--- config.mk ---
export PLATFORM = sky130hd
export DESIGN_NAME = rv32md_cell
export DESIGN_NICKNAME = d
export VERILOG_FILES = /design/src/rv32md_pkg.sv /design/src/rv32md_cell.sv
export SDC_FILE = /design/constraint.sdc
export NUM_CORES = 1
export LEC_CHECK = 0
export BUFFER_PORTS_ARGS = -buffer_cell sky130_fd_sc_hd__buf_2
export CAP_MARGIN = 10
export CORE_AREA = 2 2 110 112
export CTS_BUF_LIST = sky130_fd_sc_hd__clkbuf_4 sky130_fd_sc_hd__clkbuf_8 sky130_fd_sc_hd__clkbuf_16
export CTS_CLUSTER_DIAMETER = 60
export DETAILED_ROUTE_END_ITERATION = 12
export DIE_AREA = 0 0 112 114
export GPL_ROUTABILITY_DRIVEN = 0
export PLACE_DENSITY = 0.92
export SKIP_CTS_REPAIR_TIMING = 1
export SYNTH_ARGS = -nofsm -noshare
export SYNTH_HDL_FRONTEND = slang
export SYNTH_SLANG_ARGS = --single-unit
export TNS_END_PERCENT = 10
--- constraint.sdc ---
create_clock -name clk -period 5.2 [get_ports clk]
set_clock_uncertainty 0.1 [all_clocks]
set_input_delay 0.52 -clock clk [delete_from_list [all_inputs] [get_ports clk]]
set_output_delay 0.52 -clock clk [all_outputs]
set_load 0.02 [all_outputs]
--- src/rv32md_pkg.sv ---
// ----------------------------------------------------------------------------
// rv32md_pkg
// Shared types and constants for the RV32M multiply/divide unit.
// ----------------------------------------------------------------------------
package rv32md_pkg;

  localparam int unsigned XLEN     = 32;
  localparam int unsigned TAG_W    = 5;
  localparam int unsigned DIV_CELLS = XLEN;

  // RV32M operation codes
  typedef enum logic [2:0] {
    OP_MUL    = 3'd0,
    OP_MULH   = 3'd1,
    OP_MULHSU = 3'd2,
    OP_MULHU  = 3'd3,
    OP_DIV    = 3'd4,
    OP_DIVU   = 3'd5,
    OP_REM    = 3'd6,
    OP_REMU   = 3'd7
  } op_t;

  // Word carried down the cell row.
  // Divide ops: r = partial remainder, q = dividend/quotient, d = divisor.
  // Multiply ops: r = high product, q = low product, d = signed correction.
  typedef struct packed {
    op_t               op;
    logic              neg;
    logic [TAG_W-1:0]  tag;
    logic [XLEN-1:0]   r;
    logic [XLEN-1:0]   q;
    logic [XLEN-1:0]   d;
  } stage_t;

endpackage

--- src/rv32md_cell.sv ---
// ----------------------------------------------------------------------------
// rv32md_cell
// One restoring-division step; multiply words pass through untouched.
// ----------------------------------------------------------------------------
module rv32md_cell (
  input  logic                clk,
  input  logic                rst,
  input  logic                en,
  input  logic                valid_in,
  input  rv32md_pkg::stage_t  word_in,
  output logic                valid_out,
  output rv32md_pkg::stage_t  word_out
);
  import rv32md_pkg::*;

  logic [XLEN:0]   shifted;
  logic [XLEN:0]   trial;
  logic            fits;
  stage_t          word_next;

  // shift in next dividend bit, try subtracting the divisor
  always_comb begin
    shifted   = {word_in.r, word_in.q[XLEN-1]};
    trial     = shifted - {1'b0, word_in.d};
    fits      = ~trial[XLEN];
    word_next = word_in;
    if (word_in.op[2]) begin
      word_next.r = fits ? trial[XLEN-1:0] : shifted[XLEN-1:0];
      word_next.q = {word_in.q[XLEN-2:0], fits};
    end
  end

  always_ff @(posedge clk) begin
    if (rst) begin
      valid_out <= 1'b0;
    end else if (en) begin
      valid_out <= valid_in;
    end
  end

  always_ff @(posedge clk) begin
    if (en) begin
      word_out <= word_next;
    end
  end

endmodule

==> results of run 1 <==
## worst paths after layout
kind / end / startpoint / cells after the start
worst min-delay path: valid_out / rst / 2
worst min register to register: valid_out / valid_out / 2
worst max-delay path: word_out[65] / word_in[63] / 14
worst max register to register: valid_out / valid_out / 2
## layout by cell type, fill, tap and decap left out, types with 4 or more instances in the layout
cell type,n
a21o_1,22
a21oi_1,49
a21oi_2,4
a31oi_1,4
and3_1,5
buf_2,212
buf_4,5
clkbuf_16,9
edfxtp_1,105
ha_1,32
inv_1,38
mux2_2,31
mux2i_1,24
nand2_1,30
nand4_1,4
nor2_1,49
nor2b_1,4
nor3_1,5
o211ai_1,5
o21ai_0,16
o21ai_1,7
or3_1,4
xnor2_1,18
xor2_1,11
## power breakdown
part / total, W / internal (W) / switching [W] / leakage, nW
Combinational: 0.000663 / 0.000265 / 0.000398 / 2.33
Clock: 0.000686 / 0.000380 / 0.000306 / 0.146
Sequential: 0.00106 / 0.00104 / 0.0000203 / 1.04
## state kept, by name, summed over array words and instances, names as in the netlist
| register | count |
|---|---|
| valid_out | 1 |
| word_out | 105 |
## logic make-up (layout without fill, tap and decap cells)
kind of cell | count (synthesis) | count (layout) | synth area share, %
adders and majority gates | 33 | 33 | 6.76
xor gates and xnor gates | 30 | 30 | 4.52
other | 0 | 1 | 0
muxes | 58 | 58 | 10.2
buffers and inverters | 58 | 272 | 3.94
AOI/OAI and AO/OA | 140 | 140 | 15.1
and+or+nand+nor | 116 | 116 | 8.53
DFF | 106 | 106 | 51.0
## final cells by class
type,instances,share of cell area [%]
diodes,1,0.0325
clock buffers,10,3.02
clock inverters,6,0.828
inverters,39,1.90
multi-input cells,377,36.4
flip-flops and latches,106,41.2
well taps,147,2.39
repair buffers,217,14.3
## per-layer routing
layer | GRT usage (%) | vias to the layer above
met5 | 0 | -
met4 | 13.6 | 2
met3 | 5.63 | 42
met2 | 40.9 | 213
met1 | 28.4 | 2384
li1 | - | 2438
## critical path, delay by kind of cell
family          cells  cell delay, ns
mux                 1            0.35
simple gates        1            0.20
compound gates      6            1.08
fa+ha+maj           2            0.61
xor+xnor            1            0.35
buf+inv             3            0.61
## stage by stage
stage | hold WS (ns) | setup WS (ns)
2_1_floorplan | 0.479 | 1.91
3_3_place_gp | 0.373 | 1.28
3_5_place_dp | 0.418 | 1.21
4_1_cts | 0.209 | 1.59
5_1_grt | 0.226 | 1.36
6_report | 0.220 | 1.58
==> impl_metrics.json, run 1 <==
{
  "dp.cells": 886,
  "clockBufferDepth": 2,
  "multi_input_area_um2": 2800,
  "grt.overflow.total": 0,
  "syn_nets": 683,
  "critPathCaptureType": "flip-flop",
  "period_needed_ns": 3.62,
  "coreArea_um2": 11700,
  "status": "finished, final reports clean",
  "cts-root-buf": "clkbuf_16",
  "ys_seq_area_share_pct": 51.0,
  "crit_fanout": 25,
  "crit_path_start_kind": "input pin",
  "post-route-period-util_pct": 69.7,
  "max_freq_mhz": 276,
  "met3WireLength_um": 1110,
  "crit_arrival_ns": 3.74,
  "power_density_nw_per_um2": 313,
  "final.fill_count": 892,
  "final_cell_area_um2": 7700,
  "p_leak_nw": 3.51,
  "insertion_delay_ns": 0.35,
  "synth_top_cells_by_area": "edfxtp_1 51%, ha_1 6.4%, mux2_2 5.6%",
  "worstSetupPathType": "in2reg",
  "synth_cell_types": 61,
  "syn2layout_area_growth_pct": 23.8,
  "synthTopCellsByCount": "105 x edfxtp_1, 49 x a21oi_1, 49 x nor2_1",
  "cp.required_ns": 5.31,
  "dpl_cell_area_um2": 7410,
  "synth.cell_area_um2": 6220,
  "met2WireLength_um": 7500,
  "synth.avg_cell_area_um2": 11.5,
  "yosysTopAreaCell": "edfxtp_1",
  "cts.sinks": 106,
  "slowest_delay_ns": 0.47,
  "antenna_found_initial": 2,
  "grt_max_degree": 59,
  "drtPass1Iterations": 5,
  "irDropWorstVdd_v": 0.000242,
  "top_layer": "met5",
  "hold_violations": 0,
  "synth_edf_count": 105,
  "synthFlopType": "edfxtp_1",
  "ys_warn_count": 0,
  "ant_nets": 0,
  "final_cells": 903,
  "hpwl_um": 11600,
  "die-area_um2": 12800,
  "drt_iter0_drc": 421,
  "power_w": 0.00241,
  "vias": 5079,
  "met1Wirelength_um": 6150,
  "fin_util_pct": 65.8,
  "max_slew_margin_pct": 48.3,
  "cts_tree": "done",
  "drc": 0,
  "num_rows": 40,
  "tns_ns": 0,
  "ff2ff_setup_slack_ns": 4.50,
  "numCtsBuffers": 9,
  "async_flop_share_pct": 0,
  "crit_path_top_delay_cell": "buf_4",
  "finalSetupViolCount": 0,
  "synth-seq-cells": 106,
  "syn-instance-count": 541,
  "avgViaCountPerCell": 5.62,
  "hold_path.class": "in2reg",
  "synth.most_common_cell": "edfxtp_1",
  "rsz0062_at_grt": "no",
  "grt_pass1_vias": 4959,
  "drive_gt1_share_pct": 37.0,
  "grt_usage_pct": 24.1,
  "nNetsFinal": 892,
  "timing_worst_slew_pin_value_ns": 0.776,
  "seqCellArea_um2": 3170,
  "start_util_pct": 53.1,
  "cts_max_level": 3,
  "num_io_pins": 215,
  "netlist.area_leader.share_pct": 50.7,
  "crit_top_cell": "a21oi_2",
  "routed_wl_um": 15400,
  "path_clk_slew_ns": 0.07,
  "die_h_um": 114,
  "grt_pass1_wl_um": 24000,
  "wire_per_inst_um": 17.1,
  "drv_cap": 0,
  "slew_viol_final": 0,
  "crit_chain": "buf_2 > inv_1 > ha_1 > fa_1 > nand2b_1 > a21oi_2 > o21ai_2 > a21o_4 > a31oi_4 > o31a_4 > xor2_4 > buf_4 > mux2_4 > a21oi_2",
  "io_buffers": 214,
  "die_w_um": 112
}
(Power assumes the default switching activity.)
==> run 2, diff against run 1 <==
Settings changed: CORE_AREA 2 2 110 112 to 2 2 120 122, DIE_AREA 0 0 112 114 to 0 0 122 124, PLACE_DENSITY 0.92 to 0.83.
Clock period 5.2 ns to 2.9 ns, I/O delays scaled along.
==> impl_metrics.json, run 2 (synthesized netlist as in run 1, its figures left out) <==
{
  "status": "finished, final reports clean",
  "ant_nets": 0,
  "cts-root-buf": "clkbuf_16",
  "grt_pass1_wl_um": 24600,
  "power_density_nw_per_um2": 530,
  "layout_common_cells": "212 x buf_2, 105 x edfxtp_1, 59 x buf_4, 49 x nor2_1, 47 x a21oi_1",
  "slowest_delay_ns": 0.41,
  "syn2layout_area_growth_pct": 33.4,
  "drtPass1Iterations": 6,
  "hpwl_um": 12400,
  "slew_viol_final": 0,
  "crit_fanout": 23,
  "crit_arrival_ns": 2.87,
  "vias": 5224,
  "regMostFlops": "word_out",
  "irDropWorstVdd_v": 0.000274,
  "reg_top3": "word_out: 105 flops, valid_out: 1 flops",
  "max_slew_margin_pct": 71.4,
  "die_h_um": 124,
  "wire_per_inst_um": 16.2,
  "avgViaCountPerCell": 5.23,
  "largest_register_ffs": 105,
  "grt_usage_pct": 21.1,
  "rsz0062_at_grt": "no",
  "final_cells": 998,
  "crit_chain": "buf_2 > inv_1 > ha_1 > a21o_1 > or3_1 > o21ai_2 > a21o_4 > a31oi_4 > o31a_4 > xor2_4 > buf_12 > mux2_4 > a21oi_2",
  "hold_violations": 0,
  "drive_gt1_share_pct": 42.2,
  "coreArea_um2": 13700,
  "drt_iter0_drc": 350,
  "start_util_pct": 45.4,
  "timing_worst_slew_pin_value_ns": 0.429,
  "p_leak_nw": 3.81,
  "multi_input_area_um2": 2850,
  "io_buffers": 214,
  "cts_max_level": 3,
  "met2WireLength_um": 7890,
  "rr_startpoint": "valid_out",
  "path_clk_slew_ns": 0.07,
  "drc": 0,
  "critPathCaptureType": "flip-flop",
  "grt_pass1_vias": 5024,
  "met3WireLength_um": 1090,
  "num_io_pins": 215,
  "finalSetupViolCount": 0,
  "cts.sinks": 106,
  "cp.required_ns": 3.01,
  "numCtsBuffers": 9,
  "cts_tree": "done",
  "fin_util_pct": 60.5,
  "ff2ff_setup_slack_ns": 2.23,
  "dp.cells": 975,
  "insertion_delay_ns": 0.36,
  "post-route-period-util_pct": 95.1,
  "crit_path_top_delay_cell": "or3_1",
  "worstSetupPathType": "in2reg",
  "grt_max_degree": 54,
  "met1Wirelength_um": 6730,
  "die-area_um2": 15100,
  "final_common_cell": "buf_2",
  "crit_start": "word_in[4]",
  "clockBufferDepth": 2,
  "crit_path_start_kind": "input pin",
  "drv_cap": 0,
  "seqCellArea_um2": 3170,
  "nNetsFinal": 955,
  "hold_start": "word_in[97]",
  "routed_wl_um": 16100,
  "hold_path.class": "in2reg",
  "num_rows": 43,
  "max_freq_mhz": 362,
  "die_w_um": 122,
  "period_needed_ns": 2.76,
  "antenna_found_initial": 1,
  "grt.overflow.total": 0,
  "top_layer": "met5",
  "num_antenna_cells": 0,
  "final.fill_count": 1105
}
-- run 2: routing by layer --
| layer | GRT usage (%) | vias to the layer above |
|---|---|---|
| met5 | 0 | - |
| met4 | 9.12 | 2 |
| li1 | - | 2554 |
| met2 | 36.7 | 218 |
| met3 | 4.26 | 33 |
| met1 | 25.6 | 2417 |
-- run 2: final cells by class --
class	count	area share, %
Clock buffer	9	2.71
Sequential cell	106	38.2
Clock inverter	7	0.753
Inverter	39	1.79
Multi-Input combinational cell	377	34.4
Timing Repair Buffer	280	19.4
Tap cell	180	2.71
-- run 2: worst paths after layout --
check | end | cells after the start
min reg2reg | valid_out | 2
max | word_out[65] | 13
max reg2reg | valid_out | 2
min | word_out[97] | 1
-- run 2: stage by stage --
step	setup TNS, ns	power [W]	setup WS (ns)	hold WS, ns	area, µm²
floorplan	-0.858	0.00275	-0.0437	0.262	6270
finish	0	0.00440	0.141	0.0127	8300
global route	0	0.00462	0.0248	-0.00364	8300
CTS	0	0.00443	0.142	-0.0307	8230
global placement	-3.63	0.00319	-0.145	0.349	7940
detailed placement	-5.50	0.00323	-0.207	0.354	7940
-- run 2: worst max-delay path, delay by kind of cell --
kind,cells,cell delay (ns)
AOI/OAI and AO/OA,6,1.05
and+or+nand+nor,1,0.41
buffers and inverters,3,0.38
muxes,1,0.32
adders and majority gates,1,0.21
xor gates and xnor gates,1,0.20
-- run 2: report_power, final --
part | total (W) | switching, W | leakage, nW | internal [W]
Clock | 0.00119 | 0.000596 | 0.136 | 0.000598
Sequential | 0.00190 | 0.0000355 | 1.04 | 0.00186
Combinational | 0.00131 | 0.000745 | 2.64 | 0.000565
Total | 0.00440 | 0.00138 | 3.81 | 0.00303
==> run 3, diff against run 2 <==
Settings changed: BUFFER_PORTS_ARGS -buffer_cell sky130_fd_sc_hd__buf_2 to -buffer_cell sky130_fd_sc_hd__buf_4, CELL_PAD_IN_SITES_DETAIL_PLACEMENT set to 0, CELL_PAD_IN_SITES_GLOBAL_PLACEMENT set to 1, CORE_AREA 2 2 120 122 to 2 2 137 139, DIE_AREA 0 0 122 124 to 0 0 139 141.
==> impl_metrics.json, run 3 (synthesized netlist as in run 1, its figures left out) <==
{
  "status": "finished, final reports clean",
  "cts_max_level": 3,
  "drive_gt1_share_pct": 42.4,
  "min_to": "word_out[96]",
  "crit_path_start_kind": "input pin",
  "slowest_delay_ns": 0.41,
  "hpwl_um": 12500,
  "avgViaCountPerCell": 4.82,
  "critPathTopFamily": "compound AO/OA/AOI/OAI gates",
  "reg2reg_to": "valid_out",
  "drt_iter0_drc": 303,
  "slew_viol_final": 0,
  "final_cells": 1052,
  "period_needed_ns": 2.76,
  "irDropWorstVdd_v": 0.000267,
  "p_leak_nw": 4.02,
  "die_w_um": 139,
  "final.fill_count": 1729,
  "reg_top3": "word_out: 105 flops, valid_out: 1 flops",
  "numCtsBuffers": 9,
  "critPathCaptureType": "flip-flop",
  "antenna_found_initial": 0,
  "grt_pass1_wl_um": 26200,
  "syn2layout_area_growth_pct": 43.2,
  "ff2ff_setup_slack_ns": 2.22,
  "reg2regPathDepth": 2,
  "coreArea_um2": 18300,
  "clockBufferDepth": 2,
  "layout_common_cells": "272 x buf_4, 105 x edfxtp_1, 49 x nor2_1, 48 x a21oi_1, 36 x inv_1",
  "cp.required_ns": 3.00,
  "die-area_um2": 19600,
  "hold_start": "word_in[96]",
  "rr_startpoint": "valid_out",
  "num_io_pins": 215,
  "worstSetupPathType": "in2reg",
  "crit_path_top_delay_cell": "or3_1",
  "start_util_pct": 34.1,
  "path_clk_slew_ns": 0.08,
  "num_rows": 50,
  "rsz0062_at_grt": "no",
  "timing_worst_slew_pin_value_ns": 0.620,
  "vias": 5070,
  "regMostFlops": "word_out",
  "crit_arrival_ns": 2.86,
  "crit_start": "word_in[4]",
  "power_density_nw_per_um2": 513,
  "cp_num_cells": 13,
  "wire_per_inst_um": 15.7,
  "drc": 0,
  "grt_pass1_vias": 5065,
  "nNetsFinal": 955,
  "final_common_cell": "buf_4",
  "crit_fanout": 23,
  "insertion_delay_ns": 0.35,
  "routed_wl_um": 16500,
  "dp.cells": 1032,
  "max_freq_mhz": 362,
  "largest_register_ffs": 105,
  "grt.overflow.total": 0,
  "grt_max_degree": 107,
  "cts_tree": "done",
  "drtPass1Iterations": 4,
  "io_buffers": 214,
  "cts.sinks": 106,
  "finalSetupViolCount": 0,
  "die_h_um": 141,
  "hold_path.class": "in2reg",
  "max_slew_margin_pct": 58.6,
  "num_antenna_cells": 0,
  "path_buf_inv": 3,
  "drv_cap": 0,
  "worstHoldPathCells": 1,
  "hold_violations": 0,
  "tns_ns": 0,
  "cts-root-buf": "clkbuf_16",
  "grt_usage_pct": 16.7,
  "crit_chain": "buf_4 > inv_1 > ha_1 > a21o_1 > or3_1 > o21ai_2 > a21o_4 > a31oi_4 > o31a_4 > xor2_4 > buf_12 > mux2_4 > a21oi_2",
  "post-route-period-util_pct": 95.2,
  "power_w": 0.00457,
  "ant_nets": 0
}
## run 3: how the worst max path moves through the flow
stage / endpoint / slack [ns]
6_report: word_out[65] / 0.14
5_1_grt: word_out[65] / 0.02
4_1_cts: word_out[65] / 0.13
3_5_place_dp: word_out[86] / -0.24
3_3_place_gp: word_out[94] / -0.17
2_1_floorplan: word_out[67] / -0.04
## run 3: worst reg2reg max path, cell delays in order (launching register included)
cell     delay, ns
dfxtp_1       0.31
mux2i_1       0.12
nor2_1        0.05
## run 3: final cells by class
class                   instances  area, µm²  share of cell area (%)
multi-input cells             377       2850                    32.0
inverters                      39        149                    1.67
clock buffers                  10        233                    2.61
clock inverters                 6       57.6                   0.646
repair buffers                280       2150                    24.2
well taps                     234        293                    3.29
flip-flops and latches        106       3170                    35.6
## run 3: through the flow
step,hold slack (ns),setup slack (ns),utilization (%),cell area (µm²)
2_1_floorplan,0.262,-0.0437,-,6270
3_3_place_gp,0.348,-0.170,46.9,8570
3_5_place_dp,0.349,-0.242,46.9,8570
4_1_cts,-0.0360,0.126,48.5,8860
5_1_grt,0.00140,0.0187,48.8,8910
6_report,0.0169,0.140,48.8,8910
## run 3: layer usage
layer | GRT usage, % | share of wire (%) | vias to the layer above
met2 | 27.8 | 46 | 157
met3 | 3.23 | 5.8 | 15
met5 | 0 | 0 | -
li1 | - | - | 2557
met4 | 5.32 | 1.6 | 0
met1 | 22.2 | 46 | 2341
## run 3: power breakdown
group / total [W] / switching, W / leakage (nW) / internal (W)
Sequential: 0.00191 / 0.0000418 / 1.04 / 0.00186
Combinational: 0.00143 / 0.000740 / 2.83 / 0.000691
Clock: 0.00124 / 0.000619 / 0.145 / 0.000616
